===== src/stt_pkg.sv =====
// ----------------------------------------------------------------------------
// Source text tokenizer package
// Token kinds, the token and event records, and the sizes shared by the
// scanner, the event queue, the result stage and the checker.
// ----------------------------------------------------------------------------
package stt_pkg;

   // Width of the internal byte offset counter; it saturates at its top value.
   localparam int OFFSET_WIDTH = 24;

   // Widths of the reported fields.
   localparam int POS_W  = 16;
   localparam int OUT_W  = 24;
   localparam int KIND_W = 4;
   localparam int CHAR_W = 8;

   // Depth of the event queue between scanner and result stage.
   localparam int QUEUE_DEPTH = 4;
   localparam int QPTR_W      = (QUEUE_DEPTH > 1) ? $clog2(QUEUE_DEPTH) : 1;
   localparam int QCNT_W      = $clog2(QUEUE_DEPTH + 1);

   // Token kinds.
   localparam logic [KIND_W-1:0] KIND_END       = 4'd0;
   localparam logic [KIND_W-1:0] KIND_KEYWORD   = 4'd1;
   localparam logic [KIND_W-1:0] KIND_IDENT     = 4'd2;
   localparam logic [KIND_W-1:0] KIND_INTEGER   = 4'd3;
   localparam logic [KIND_W-1:0] KIND_STRING    = 4'd4;
   localparam logic [KIND_W-1:0] KIND_OPERATOR  = 4'd5;
   localparam logic [KIND_W-1:0] KIND_PUNCT     = 4'd6;
   localparam logic [KIND_W-1:0] KIND_UNTERM    = 4'd7;
   localparam logic [KIND_W-1:0] KIND_UNKNOWN   = 4'd8;

   // One finished token.
   typedef struct packed {
      logic [KIND_W-1:0] kind;
      logic [POS_W-1:0]  line;
      logic [POS_W-1:0]  column;
      logic [OUT_W-1:0]  offset;
      logic [OUT_W-1:0]  length;
      logic [CHAR_W-1:0] chr;
   } token_type;

   // All tokens caused by one request byte: one, or two when two is set.
   typedef struct packed {
      logic      two;
      token_type first;
      token_type second;
   } event_type;

   // Brings an internal offset to the reported width.
   function automatic logic [OUT_W-1:0] to_out(input logic [OFFSET_WIDTH-1:0] v);
      logic [63:0] wide;
      wide = 64'(v);
      return wide[OUT_W-1:0];
   endfunction

endpackage


===== src/stt_front.sv =====
// ----------------------------------------------------------------------------
// Tokenizer scanner
// Accepts one source byte per cycle unless the queue is full, tracks position
// and scan mode, and hands every byte's finished tokens to the event queue as one event.
// ----------------------------------------------------------------------------
module stt_front
   import stt_pkg::*;
(
   input  logic                clock,
   input  logic                reset,
   input  logic                push,
   input  logic [CHAR_W-1:0]   req_ch,
   input  logic                queue_full,
   output logic                evt_valid,
   output event_type           evt
);

   typedef enum logic [3:0] {
      MODE_IDLE   = 4'b0001,
      MODE_IDENT  = 4'b0010,
      MODE_NUMBER = 4'b0100,
      MODE_STRING = 4'b1000
   } mode_type;

   typedef enum logic [1:0] {
      KW_NONE   = 2'd0,
      KW_INT    = 2'd1,
      KW_RETURN = 2'd2
   } kw_type;

   localparam logic [OFFSET_WIDTH-1:0] OFS_MAX = '1;
   localparam logic [POS_W-1:0]        POS_MAX = '1;
   localparam logic [POS_W-1:0]        POS_ONE = POS_W'(1);

   // Character classes.
   function automatic logic is_alpha(input logic [7:0] c);
      return (c >= "a" && c <= "z") || (c >= "A" && c <= "Z");
   endfunction

   function automatic logic is_digit(input logic [7:0] c);
      return c >= "0" && c <= "9";
   endfunction

   function automatic logic is_word(input logic [7:0] c);
      return is_alpha(c) || is_digit(c) || c == "_";
   endfunction

   function automatic logic is_space(input logic [7:0] c);
      return c == " " || (c >= 8'd9 && c <= 8'd13);
   endfunction

   // Keyword spellings, one letter per position.
   function automatic logic [7:0] int_char(input logic [2:0] idx);
      logic [7:0] r;
      case (idx)
         3'd0:    r = "i";
         3'd1:    r = "n";
         3'd2:    r = "t";
         default: r = 8'd0;
      endcase
      return r;
   endfunction

   function automatic logic [7:0] return_char(input logic [2:0] idx);
      logic [7:0] r;
      case (idx)
         3'd0:    r = "r";
         3'd1:    r = "e";
         3'd2:    r = "t";
         3'd3:    r = "u";
         3'd4:    r = "r";
         3'd5:    r = "n";
         default: r = 8'd0;
      endcase
      return r;
   endfunction

   function automatic token_type make_token(
      input logic [KIND_W-1:0]       kind,
      input logic [POS_W-1:0]        line,
      input logic [POS_W-1:0]        column,
      input logic [OFFSET_WIDTH-1:0] ofs,
      input logic [OFFSET_WIDTH-1:0] len,
      input logic [CHAR_W-1:0]       chr
   );
      token_type t;
      t.kind   = kind;
      t.line   = line;
      t.column = column;
      t.offset = to_out(ofs);
      t.length = to_out(len);
      t.chr    = chr;
      return t;
   endfunction

   mode_type                mode_ff, mode_in;
   kw_type                  kw_ff, kw_in;
   logic [POS_W-1:0]        cur_line_ff, cur_line_in;
   logic [POS_W-1:0]        cur_col_ff, cur_col_in;
   logic [OFFSET_WIDTH-1:0] cur_ofs_ff, cur_ofs_in;
   logic [POS_W-1:0]        start_line_ff, start_line_in;
   logic [POS_W-1:0]        start_col_ff, start_col_in;
   logic [OFFSET_WIDTH-1:0] start_ofs_ff, start_ofs_in;

   logic                    accept;
   logic [OFFSET_WIDTH-1:0] len;
   logic [POS_W-1:0]        adv_line, adv_col;
   logic [OFFSET_WIDTH-1:0] adv_ofs;
   logic                    kw_match, kw_done;
   logic                    do_scan, have_first, have_scan;
   token_type               first_tok, scan_tok;

   assign accept = push && !queue_full;
   assign len    = cur_ofs_ff - start_ofs_ff;

   // Position after the current byte, all counters saturating.
   always_comb begin
      adv_ofs  = (cur_ofs_ff == OFS_MAX) ? cur_ofs_ff : cur_ofs_ff + 1'b1;
      adv_line = cur_line_ff;
      adv_col  = cur_col_ff;
      if (req_ch == 8'h0a) begin
         if (cur_line_ff != POS_MAX) begin
            adv_line = cur_line_ff + 1'b1;
         end
         adv_col = POS_ONE;
      end else if (cur_col_ff != POS_MAX) begin
         adv_col = cur_col_ff + 1'b1;
      end
   end

   // Keyword tracking: the letter position is the identifier length so far.
   assign kw_match = (kw_ff == KW_INT && len < OFFSET_WIDTH'(3)
                      && req_ch == int_char(len[2:0]))
                  || (kw_ff == KW_RETURN && len < OFFSET_WIDTH'(6)
                      && req_ch == return_char(len[2:0]));
   assign kw_done  = (kw_ff == KW_INT && len == OFFSET_WIDTH'(3))
                  || (kw_ff == KW_RETURN && len == OFFSET_WIDTH'(6));

   // Scan step: first close a running token, then classify the byte itself.
   always_comb begin
      mode_in       = mode_ff;
      kw_in         = kw_ff;
      cur_line_in   = cur_line_ff;
      cur_col_in    = cur_col_ff;
      cur_ofs_in    = cur_ofs_ff;
      start_line_in = start_line_ff;
      start_col_in  = start_col_ff;
      start_ofs_in  = start_ofs_ff;
      do_scan       = 1'b1;
      have_first    = 1'b0;
      have_scan     = 1'b0;
      first_tok     = '0;
      scan_tok      = '0;

      unique case (mode_ff)
         MODE_IDENT: begin
            if (is_word(req_ch)) begin
               if (!kw_match) begin
                  kw_in = KW_NONE;
               end
               cur_line_in = adv_line;
               cur_col_in  = adv_col;
               cur_ofs_in  = adv_ofs;
               do_scan     = 1'b0;
            end else begin
               first_tok  = make_token(kw_done ? KIND_KEYWORD : KIND_IDENT, start_line_ff,
                                       start_col_ff, start_ofs_ff, len, '0);
               have_first = 1'b1;
               mode_in    = MODE_IDLE;
               kw_in      = KW_NONE;
            end
         end
         MODE_NUMBER: begin
            if (is_digit(req_ch)) begin
               cur_line_in = adv_line;
               cur_col_in  = adv_col;
               cur_ofs_in  = adv_ofs;
               do_scan     = 1'b0;
            end else begin
               first_tok  = make_token(KIND_INTEGER, start_line_ff, start_col_ff,
                                       start_ofs_ff, len, '0);
               have_first = 1'b1;
               mode_in    = MODE_IDLE;
            end
         end
         MODE_STRING: begin
            if (req_ch == "\"") begin
               first_tok   = make_token(KIND_STRING, start_line_ff, start_col_ff,
                                        start_ofs_ff, len, '0);
               have_first  = 1'b1;
               mode_in     = MODE_IDLE;
               cur_line_in = adv_line;
               cur_col_in  = adv_col;
               cur_ofs_in  = adv_ofs;
               do_scan     = 1'b0;
            end else if (req_ch != 8'd0) begin
               cur_line_in = adv_line;
               cur_col_in  = adv_col;
               cur_ofs_in  = adv_ofs;
               do_scan     = 1'b0;
            end else begin
               first_tok  = make_token(KIND_UNTERM, start_line_ff, start_col_ff,
                                       start_ofs_ff, len, '0);
               have_first = 1'b1;
               mode_in    = MODE_IDLE;
            end
         end
         default: begin
         end
      endcase

      if (do_scan) begin
         if (req_ch == 8'd0) begin
            // End of text: report it and restart the position counters.
            scan_tok    = make_token(KIND_END, cur_line_ff, cur_col_ff, cur_ofs_ff,
                                     '0, '0);
            have_scan   = 1'b1;
            cur_line_in = POS_ONE;
            cur_col_in  = POS_ONE;
            cur_ofs_in  = '0;
            kw_in       = KW_NONE;
         end else if (is_space(req_ch)) begin
            cur_line_in = adv_line;
            cur_col_in  = adv_col;
            cur_ofs_in  = adv_ofs;
         end else if (is_alpha(req_ch) || req_ch == "_") begin
            start_line_in = cur_line_ff;
            start_col_in  = cur_col_ff;
            start_ofs_in  = cur_ofs_ff;
            kw_in         = (req_ch == "i") ? KW_INT :
                            (req_ch == "r") ? KW_RETURN : KW_NONE;
            mode_in       = MODE_IDENT;
            cur_line_in   = adv_line;
            cur_col_in    = adv_col;
            cur_ofs_in    = adv_ofs;
         end else if (is_digit(req_ch)) begin
            start_line_in = cur_line_ff;
            start_col_in  = cur_col_ff;
            start_ofs_in  = cur_ofs_ff;
            mode_in       = MODE_NUMBER;
            cur_line_in   = adv_line;
            cur_col_in    = adv_col;
            cur_ofs_in    = adv_ofs;
         end else if (req_ch == "\"") begin
            // The string text starts after the opening quote.
            start_line_in = cur_line_ff;
            start_col_in  = cur_col_ff;
            start_ofs_in  = adv_ofs;
            mode_in       = MODE_STRING;
            cur_line_in   = adv_line;
            cur_col_in    = adv_col;
            cur_ofs_in    = adv_ofs;
         end else begin
            // Single-character operator, punctuator or unknown byte.
            scan_tok    = make_token(
                             (req_ch == "+" || req_ch == "-" || req_ch == "*" ||
                              req_ch == "/" || req_ch == "=") ? KIND_OPERATOR :
                             (req_ch == ";") ? KIND_PUNCT : KIND_UNKNOWN,
                             cur_line_ff, cur_col_ff, cur_ofs_ff,
                             OFFSET_WIDTH'(1), req_ch);
            have_scan   = 1'b1;
            cur_line_in = adv_line;
            cur_col_in  = adv_col;
            cur_ofs_in  = adv_ofs;
         end
      end
   end

   // Event towards the queue: closed token first, then the byte's own token.
   always_comb begin
      evt_valid = accept && (have_first || have_scan);
      if (have_first) begin
         evt.two    = have_scan;
         evt.first  = first_tok;
         evt.second = scan_tok;
      end else begin
         evt.two    = 1'b0;
         evt.first  = scan_tok;
         evt.second = '0;
      end
   end

   // Scanner state.
   always_ff @(posedge clock) begin
      if (reset) begin
         mode_ff       <= MODE_IDLE;
         kw_ff         <= KW_NONE;
         cur_line_ff   <= POS_ONE;
         cur_col_ff    <= POS_ONE;
         cur_ofs_ff    <= '0;
         start_line_ff <= POS_ONE;
         start_col_ff  <= POS_ONE;
         start_ofs_ff  <= '0;
      end else if (accept) begin
         mode_ff       <= mode_in;
         kw_ff         <= kw_in;
         cur_line_ff   <= cur_line_in;
         cur_col_ff    <= cur_col_in;
         cur_ofs_ff    <= cur_ofs_in;
         start_line_ff <= start_line_in;
         start_col_ff  <= start_col_in;
         start_ofs_ff  <= start_ofs_in;
      end
   end

endmodule


===== src/stt_queue.sv =====
// ----------------------------------------------------------------------------
// Tokenizer event queue
// A short first-in first-out store of events that lets the scanner run on
// while the result side is stalled.
// ----------------------------------------------------------------------------
module stt_queue
   import stt_pkg::*;
(
   input  logic      clock,
   input  logic      reset,
   input  logic      wr_valid,
   input  event_type wr_data,
   output logic      full_q,
   input  logic      rd_take,
   output logic      rd_valid,
   output event_type rd_data
);

   localparam logic [QPTR_W-1:0] PTR_LAST = QPTR_W'(QUEUE_DEPTH - 1);

   event_type          store_ff [QUEUE_DEPTH];
   logic [QPTR_W-1:0]  wr_ptr_ff, wr_ptr_in;
   logic [QPTR_W-1:0]  rd_ptr_ff, rd_ptr_in;
   logic [QCNT_W-1:0]  count_ff, count_in;
   logic               do_wr, do_rd;

   assign full_q   = (count_ff == QCNT_W'(QUEUE_DEPTH));
   assign rd_valid = (count_ff != '0);
   assign rd_data  = store_ff[rd_ptr_ff];
   assign do_wr    = wr_valid && !full_q;
   assign do_rd    = rd_take && rd_valid;

   // Pointer and fill count update, pointers wrapping at the depth.
   always_comb begin
      wr_ptr_in = wr_ptr_ff;
      rd_ptr_in = rd_ptr_ff;
      count_in  = count_ff;
      if (do_wr) begin
         wr_ptr_in = (wr_ptr_ff == PTR_LAST) ? '0 : wr_ptr_ff + 1'b1;
      end
      if (do_rd) begin
         rd_ptr_in = (rd_ptr_ff == PTR_LAST) ? '0 : rd_ptr_ff + 1'b1;
      end
      if (do_wr && !do_rd) begin
         count_in = count_ff + 1'b1;
      end else if (do_rd && !do_wr) begin
         count_in = count_ff - 1'b1;
      end
   end

   always_ff @(posedge clock) begin
      if (reset) begin
         wr_ptr_ff <= '0;
         rd_ptr_ff <= '0;
         count_ff  <= '0;
      end else begin
         wr_ptr_ff <= wr_ptr_in;
         rd_ptr_ff <= rd_ptr_in;
         count_ff  <= count_in;
      end
   end

   // Entry storage.
   always_ff @(posedge clock) begin
      if (do_wr) begin
         store_ff[wr_ptr_ff] <= wr_data;
      end
   end

endmodule


===== src/stt_back.sv =====
// ----------------------------------------------------------------------------
// Tokenizer result stage
// Holds the event at the head of the result channel and delivers its tokens
// one per pop, marking the last token of each request.
// ----------------------------------------------------------------------------
module stt_back
   import stt_pkg::*;
(
   input  logic                clock,
   input  logic                reset,
   input  logic                q_valid,
   input  event_type           q_data,
   output logic                q_take,
   output logic                empty,
   input  logic                pop,
   output logic [KIND_W-1:0]   rsp_kind,
   output logic [POS_W-1:0]    rsp_tok_line,
   output logic [POS_W-1:0]    rsp_tok_column,
   output logic [OUT_W-1:0]    rsp_value_offset,
   output logic [OUT_W-1:0]    rsp_value_length,
   output logic [CHAR_W-1:0]   rsp_tok_char,
   output logic                rsp_last
);

   event_type entry_ff;
   logic      valid_ff, valid_in;
   logic      second_ff, second_in;
   logic      finishing;
   token_type cur_tok;

   // The held event is done once its final token is popped.
   assign finishing = second_ff || !entry_ff.two;
   assign q_take    = !valid_ff || (pop && finishing);

   always_comb begin
      valid_in  = valid_ff;
      second_in = second_ff;
      if (q_take) begin
         valid_in  = q_valid;
         second_in = 1'b0;
      end else if (pop) begin
         second_in = 1'b1;
      end
   end

   always_ff @(posedge clock) begin
      if (reset) begin
         valid_ff  <= 1'b0;
         second_ff <= 1'b0;
      end else begin
         valid_ff  <= valid_in;
         second_ff <= second_in;
      end
   end

   always_ff @(posedge clock) begin
      if (q_take && q_valid) begin
         entry_ff <= q_data;
      end
   end

   // Result ports.
   assign cur_tok          = second_ff ? entry_ff.second : entry_ff.first;
   assign empty            = !valid_ff;
   assign rsp_kind         = cur_tok.kind;
   assign rsp_tok_line     = cur_tok.line;
   assign rsp_tok_column   = cur_tok.column;
   assign rsp_value_offset = cur_tok.offset;
   assign rsp_value_length = cur_tok.length;
   assign rsp_tok_char     = cur_tok.chr;
   assign rsp_last         = finishing;

endmodule


===== src/source_text_tokenizer.sv =====
// ----------------------------------------------------------------------------
// Source text tokenizer
// Streaming lexical scanner for source text, one byte per request.
// ----------------------------------------------------------------------------
// The block takes one source byte per cycle while full is low and gives one
// token per cycle while the receiver pops; byte 0 ends a text and restarts
// line, column and offset. A byte that closes an identifier, integer or
// unterminated string and is itself a token gives two results, the second
// marked last. The scanner writes a request's tokens into a four-event queue
// when it accepts the byte, and the result stage loads the queue head into
// its own register when it is empty or when the last token of its held event is popped.
// Full rises only when that queue holds four events, so bytes that give no
// token (inside a word, number or string, or whitespace) keep flowing while
// the result side is stalled.
module source_text_tokenizer
   import stt_pkg::*;
(
   input  logic                clock,
   input  logic                reset,
   input  logic                push,
   output logic                full,
   input  logic [CHAR_W-1:0]   req_ch,
   output logic                empty,
   input  logic                pop,
   output logic [KIND_W-1:0]   rsp_kind,
   output logic [POS_W-1:0]    rsp_tok_line,
   output logic [POS_W-1:0]    rsp_tok_column,
   output logic [OUT_W-1:0]    rsp_value_offset,
   output logic [OUT_W-1:0]    rsp_value_length,
   output logic [CHAR_W-1:0]   rsp_tok_char,
   output logic                rsp_last
);

   logic      evt_valid;
   event_type evt;
   logic      q_take, q_valid;
   event_type q_data;

   // Scanner.
   stt_front u_front (
      .clock      (clock),
      .reset      (reset),
      .push       (push),
      .req_ch     (req_ch),
      .queue_full (full),
      .evt_valid  (evt_valid),
      .evt        (evt)
   );

   // Event queue.
   stt_queue u_queue (
      .clock    (clock),
      .reset    (reset),
      .wr_valid (evt_valid),
      .wr_data  (evt),
      .full_q   (full),
      .rd_take  (q_take),
      .rd_valid (q_valid),
      .rd_data  (q_data)
   );

   // Result stage.
   stt_back u_back (
      .clock            (clock),
      .reset            (reset),
      .q_valid          (q_valid),
      .q_data           (q_data),
      .q_take           (q_take),
      .empty            (empty),
      .pop              (pop),
      .rsp_kind         (rsp_kind),
      .rsp_tok_line     (rsp_tok_line),
      .rsp_tok_column   (rsp_tok_column),
      .rsp_value_offset (rsp_value_offset),
      .rsp_value_length (rsp_value_length),
      .rsp_tok_char     (rsp_tok_char),
      .rsp_last         (rsp_last)
   );

endmodule


===== config.mk =====
export PLATFORM = sky130hd
export DESIGN_NAME = source_text_tokenizer
export DESIGN_NICKNAME = d
export VERILOG_FILES = /design/src/stt_pkg.sv /design/src/stt_front.sv /design/src/stt_queue.sv /design/src/stt_back.sv /design/src/source_text_tokenizer.sv
export SDC_FILE = /design/constraint.sdc
export NUM_CORES = 1
export LEC_CHECK = 0
export BUFFER_PORTS_ARGS = -buffer_cell sky130_fd_sc_hd__buf_2
export CORE_ASPECT_RATIO = 0.8
export CORE_MARGIN = 2
export CORE_UTILIZATION = 55
export CTS_BUF_LIST = sky130_fd_sc_hd__clkbuf_16
export CTS_CLUSTER_DIAMETER = 150
export DETAILED_ROUTE_END_ITERATION = 8
export PLACE_DENSITY_LB_ADDON = 0.2
export SLEW_MARGIN = 25
export SYNTH_ARGS = -nofsm -noshare
export SYNTH_HDL_FRONTEND = slang
export SYNTH_SLANG_ARGS = --single-unit

===== constraint.sdc =====
create_clock -name clock -period 11.2 [get_ports clock]
set_input_delay 1.12 -clock clock [delete_from_list [all_inputs] [get_ports clock]]
set_output_delay 1.12 -clock clock [all_outputs]
set_load 0.05 [all_outputs]

==> summary.txt, run 1 <==
outcome - completed
global-route wire length before repair - 129 mm
worst slew pin tran - 1.10 ns
Post-CTS Hold Fix Bufs - 0
RSZ-0062 raised after global routing - false
Initial Utilization - 55.8%
Syn Std Cell Area - 0.0386 mm2
TritonCTS Buffers - 88
crit path max fanout - 60
die footprint - 0.0723 mm2
max-cap viol count - 0
CORE AREA - 0.0691 mm2
CTS tree - built
Post-DP HPWL - 49.2 mm
switching power - 0.00321 W
Die X - 300 um
Port Buffers - 106
CTS max path bufs - 3
Internal - 0.00696 W
syn_area_per_cell - 15.6 um2
Starting DRT DRC Count - 2162
cell leakage power - 14.6 nW
Initial DRT Pass Iterations - 5
Post-DRT Antenna Nets - 0
diode count - 0
final setup TNS - 0 ns
CTS root buf - clkbuf_16
htree depth - 3
Slew HR - 26.2%
Mapped Nets - 2512
Seq/Total Area, Yosys - 69.7%
Sequential Power Share - 45.1%
Compound-Gate Fraction of Synth Area - 6.34%
Clock power frac - 29.2%
Yosys Warn Count - 0
CP endpoint kind - register
FMAX - 0.182 GHz
Post-Synth Simple-Gate Area - 8.05%
Post-synth EDFFs - 810
GRT Util Overall - 23.7%
post_cts resized - 0
pwr dens - 237 mW/mm2
Post-Route WL - 84.7 mm
number of global-route vias before repair - 21709
Max Transition Viols Final - 0
layout cells sized above 1 - 20.5%
Comb power frac - 25.7%
most instantiated cells after synthesis - edfxtp_1 (810), nand2_1 (178), mux4_2 (162)
Final #Nets - 2575
drt wl/cell - 24.0 um
most frequent cell after synthesis - edfxtp_1
period utilisation layout - 49.1%
Setup Crit Path Kind - primary input to register
largest family of logic cells by synthesized area - multiplexers
Max VDD drop - 0.318 mV
Period minus WS final - 5.49 ns
Clock transition at path regs - 0.06 ns
Critical Path AT - 5.75 ns
Vias/cell - 6.15
top cells by area, synth - edfxtp_1 (63%), mux4_2 (9.5%), dfxtp_1 (6.6%), mux2_2 (2.1%), nand2_1 (1.7%)
Rows - 86
Post-Synth Adder-Cell Area - 1.14%
placed insts - 3362
Seq cells post-synth - 937
Clock Sinks - 937
gpl congestion - 0.886
post-synthesis mux area share - 11.6%
Cell Count, Final, Fillers Out - 3529
Fin Clk Skew - 0.0225 ns
Main synth FF type - edfxtp_1
xor and xnor area share after synthesis - 1.09%
I/O pin cnt - 107
Synth Instances - 2466
Sw Share - 31.6%
initial antenna violation count - 2
residual DRC count - 0
# setup viols final - 0
largest net degree at the start of global routing - 164
FFs w/ async S/R, synth - 0%
GRT Residual Overflow - 0
Final Hold Viols - 0
Critical Path Source Type - primary input
DR vias - 21700
HP Class - register to register
Worst-Skew Late Latency - 0.65 ns
Worst EP required - 11.46 ns
chip height - 241 um
Cell variety after synth - 76
Post CTS Setup Buffer Count - 0
Synth top area share - 63.1%
most area-hungry cell type in the Yosys netlist - edfxtp_1
Layout Area Growth over Synthesis - 11.2%
area by class of cell:
cell class	count	area, um2
multi-input combinational	1323	10900
clock inverter	76	681
inverter	45	169
timing repair buffer	134	813
fill	4980	26200
sequential	937	26900
tap	924	1160
clock buffer	90	2250
cell usage in the layout, fill, tap and decap left out, types with 5 or more instances in the layout:
master,count
nor3_1,54
o21ai_0,83
bufinv_16,8
xor2_1,25
o21a_1,9
nand3_1,37
nor2_1,153
ha_1,32
inv_1,59
clkinv_2,16
and2_1,66
nand4_1,31
a21oi_1,112
mux4_2,162
o21bai_1,5
nand2_1,178
a31oi_1,17
mux2_2,71
and3_1,14
a22o_1,34
clkbuf_16,90
nor2b_1,31
clkinvlp_4,10
or3_1,19
a311oi_1,14
nand2b_1,15
clkinv_1,16
and4_1,6
xnor2_1,23
buf_2,105
dfxtp_1,124
a21o_1,17
buf_4,24
edfxtp_1,810
a211oi_1,29
metrics by stage:
step | hold slack [ns] | cell area [um2] | total power [W] | util [%] | worst slack (ns)
after global placement | 0.442 | 39900 | 0.00727 | 57.8 | 5.11
final | 0.455 | 42900 | 0.0102 | 62.1 | 5.71
after global routing | 0.479 | 42900 | 0.0106 | 62.1 | 5.55
after floorplan | 0.437 | 38600 | 0.00664 | - | 3.78
after detailed placement | 0.447 | 39900 | 0.00730 | 57.8 | 5.09
after CTS | 0.455 | 42900 | 0.0103 | 62.0 | 5.78
layer usage:
metal  GRT usage, %  vias to the layer above  part of all wire, %
li1               -                     9658                    -
met5              0                        -                0.032
met2           36.2                      758                   45
met3           4.76                      126                  7.3
met4           6.36                        4                  2.1
met1           35.0                    11154                   45
state kept, by name, indices dropped and copies added, names as in the netlist:
signal and flops:
u_back.entry_ff 162, u_front.cur_line_ff 16, u_queue.count_ff 3, u_front.mode_ff 4, u_back.valid_ff 1, u_front.start_line_ff 16
u_queue.store_ff 648, u_queue.rd_ptr_ff 2, u_front.start_col_ff 16, u_queue.wr_ptr_ff 2, u_back.second_ff 1, u_front.kw_ff 2
u_front.start_ofs_ff 24, u_front.cur_ofs_ff 24, u_front.cur_col_ff 16
logic make-up after synthesis:
logic type	count (synthesis)
AND/OR/NAND/NOR	636
XOR/XNOR	48
flip-flops	937
adder cells (fa/ha/maj)	34
buffers and inverters	206
multiplexers	235
AO/OA/AOI/OAI	370
path summary, 6_finish.rpt:
kind | end | cells past startpoint | slack, ns | start
max reg2reg | u_queue.store_ff[2][127]$_DFFE_PP_ | 8 | 6.70 | u_front.mode_ff[3]$_SDFFE_PP0P_
min reg2reg | u_front.start_col_ff[6]$_SDFFE_PP0P_ | 2 | 0.46 | u_front.start_col_ff[6]$_SDFFE_PP0P_
min | u_front.start_col_ff[6]$_SDFFE_PP0P_ | 2 | 0.46 | u_front.start_col_ff[6]$_SDFFE_PP0P_
max | u_queue.store_ff[2][127]$_DFFE_PP_ | 10 | 5.71 | req_ch[1]
worst max-delay path, cell delays in order:
cell	delay, ns
buf_2	0.19
or4_1	0.61
nor4_2	0.23
buf_4	0.31
o32ai_1	0.17
a211oi_2	0.33
nand3_1	0.44
a21oi_2	0.53
and2_4	0.92
buf_4	0.84
power by group through the flow:
| stage | clock (W) | sequential [W] | combinational [W] |
|---|---|---|---|
| floorplan | 0 | 0.00463 | 0.00201 |
| global route | 0.00316 | 0.00464 | 0.00278 |
| CTS | 0.00302 | 0.00463 | 0.00262 |
| finish | 0.00297 | 0.00459 | 0.00262 |
| detailed placement | 0 | 0.00470 | 0.00260 |
| global placement | 0 | 0.00468 | 0.00259 |
(Power assumes the default switching activity.)
==> run 2, diff against run 1 <==
==> constraint.sdc (replaced) <==
create_clock -name clock -period 5.3 [get_ports clock]
set_input_delay 0.53 -clock clock [delete_from_list [all_inputs] [get_ports clock]]
set_output_delay 0.53 -clock clock [all_outputs]
set_load 0.05 [all_outputs]
==> summary.txt, run 2 (same netlist as run 1, synthesis figures left out) <==
outcome - completed
number of global-route vias before repair - 21583
Period minus WS final - 4.38 ns
Post-CTS Hold Fix Bufs - 0
FF-to-FF path depth - 12
critical path, cell by cell - inv_1, ha_1, fa_1, nor2b_1, o2111ai_1, a21oi_1, nor4b_1, a211oi_1, o311a_1, o2111ai_1, or4_4, o21a_1
# setup viols final - 0
Reg2Reg Launch Point - u_front.cur_ofs_ff[0]$_SDFFE_PP0P_
switching power - 0.00676 W
GRT Util Overall - 24.3%
Sw Share - 31.9%
CTS root buf - clkbuf_16
Min-Delay Endpoint - u_back.second_ff$_SDFFE_PP0P_
CP endpoint kind - register
Most flops, register - u_queue.store_ff
CORE AREA - 0.0691 mm2
period utilisation layout - 82.7%
worst slew pin tran - 1.03 ns
CTS tree - built
max-cap viol count - 0
peak per-stage delay on the critical path - 0.69 ns
GRT Residual Overflow - 0
slowest CP cell - a211oi_1
Overall Power - 0.0212 W
pwr dens - 492 mW/mm2
most frequent cells in the layout - edfxtp_1 (810), nand2_1 (178), mux4_2 (162)
Final Hold Viols - 0
TritonCTS Buffers - 89
reg2reg end - u_queue.store_ff[2][181]$_DFFE_PP_
R2R setup slack - 0.92 ns
Sequential Power Share - 46.2%
Vias/cell - 6.18
RSZ-0062 raised after global routing - false
cell leakage power - 14.7 nW
Max VDD drop - 0.537 mV
Port Buffers - 106
htree depth - 3
Starting DRT DRC Count - 2305
Slew HR - 30.7%
Die X - 300 um
Final #Nets - 2598
Max Transition Viols Final - 0
chip height - 241 um
most frequent CP cell - o2111ai_1
Post-DP HPWL - 52.3 mm
HP Class - primary input to register
Layout Area Growth over Synthesis - 11.6%
Initial Utilization - 55.8%
die footprint - 0.0723 mm2
Post CTS Setup Buffer Count - 0
Post-Route WL - 86.9 mm
commonest non-fill, non-tap cell in the layout - edfxtp_1
diode count - 0
CTS max path bufs - 3
Setup Crit Path Kind - register to register
DR vias - 21934
Comb power frac - 26.0%
Fin Clk Skew - 0.0242 ns
initial antenna violation count - 2
CP Launch Point - u_front.cur_ofs_ff[0]$_SDFFE_PP0P_
I/O pin cnt - 107
final setup TNS - 0 ns
Worst-Skew Late Latency - 0.65 ns
post_cts resized - 0
Clock transition at path regs - 0.06 ns
Worst EP required - 5.68 ns
Internal - 0.0144 W
drt wl/cell - 24.5 um
layout cells sized above 1 - 20.3%
Critical Path Source Type - register
Cells on Worst Hold Path - 3
global-route wire length before repair - 132 mm
Post-DRT Antenna Nets - 0
crit path max fanout - 8
Largest register FFs - 648
Clock power frac - 27.8%
largest net degree at the start of global routing - 124
Critical Path AT - 4.76 ns
Largest regs - u_queue.store_ff x648, u_back.entry_ff x162
residual DRC count - 0
Fillers - 4992
Initial DRT Pass Iterations - 6
Clock Sinks - 937
hold_sp - pop
Rows - 86
gpl congestion - 0.883
FMAX - 0.228 GHz
run 2: area by class of cell:
class	instances	area [um2]	area share (%)
Timing Repair Buffer	156	1190	2.77
Multi-Input combinational cell	1323	10900	25.4
Sequential cell	937	26900	62.5
Clock inverter	74	438	1.02
Inverter	45	169	0.393
Clock buffer	90	2250	5.23
Tap cell	924	1160	2.69
run 2: power groups by stage:
stage | logic (W) | registers (W) | clock network [W]
6_report | 0.00552 | 0.00978 | 0.00589
5_1_grt | 0.00584 | 0.00990 | 0.00630
4_1_cts | 0.00560 | 0.00980 | 0.00600
3_5_place_dp | 0.00558 | 0.00994 | 0
3_3_place_gp | 0.00554 | 0.00990 | 0
2_1_floorplan | 0.00426 | 0.00970 | 0
run 2: worst max-delay path by stage:
stage / to / slack, ns / depth (start not counted)
final: u_queue.store_ff[2][181]$_DFFE_PP_ / 0.92 / 12
after global routing: u_queue.store_ff[2][181]$_DFFE_PP_ / 0.75 / 12
after global placement: u_queue.count_ff[2]$_SDFFE_PP0P_ / 1.0 / 13
after detailed placement: u_queue.store_ff[2][183]$_DFFE_PP_ / 0.93 / 9
after floorplan: u_queue.count_ff[2]$_SDFFE_PP0P_ / 0.15 / 10
after CTS: u_queue.store_ff[2][181]$_DFFE_PP_ / 1.03 / 12
run 2: per-stage QoR:
| step | utilization (%) | worst slack, ns | hold WS [ns] | instance area (um2) | cells |
|---|---|---|---|---|---|
| floorplan | - | 0.146 | 0.437 | 38600 | 2466 |
| global placement | 58.3 | 1.00 | 0.442 | 40300 | 3384 |
| detailed placement | 58.3 | 0.926 | 0.447 | 40300 | 3384 |
| CTS | 62.2 | 1.03 | 0.175 | 43000 | 3548 |
| global route | 62.3 | 0.751 | 0.229 | 43000 | 3549 |
| finish | 62.3 | 0.916 | 0.218 | 43000 | 3549 |
run 2: layer usage:
layer | wire (um) | track usage (%) | vias to the layer above
met4 | 1790 | 6.76 | 2
met5 | 13 | 0 | -
met3 | 6440 | 4.64 | 113
met2 | 39700 | 36.6 | 873
met1 | 39000 | 36.7 | 11234
li1 | - | - | 9712
run 2: worst max-delay path, delay by kind of cell, from the launching register on:
family,cells,cell delay [ns]
simple gates,3,0.90
flops,1,0.49
buf+inv,1,0.11
compound gates,6,1.94
fa+ha+maj,2,0.67
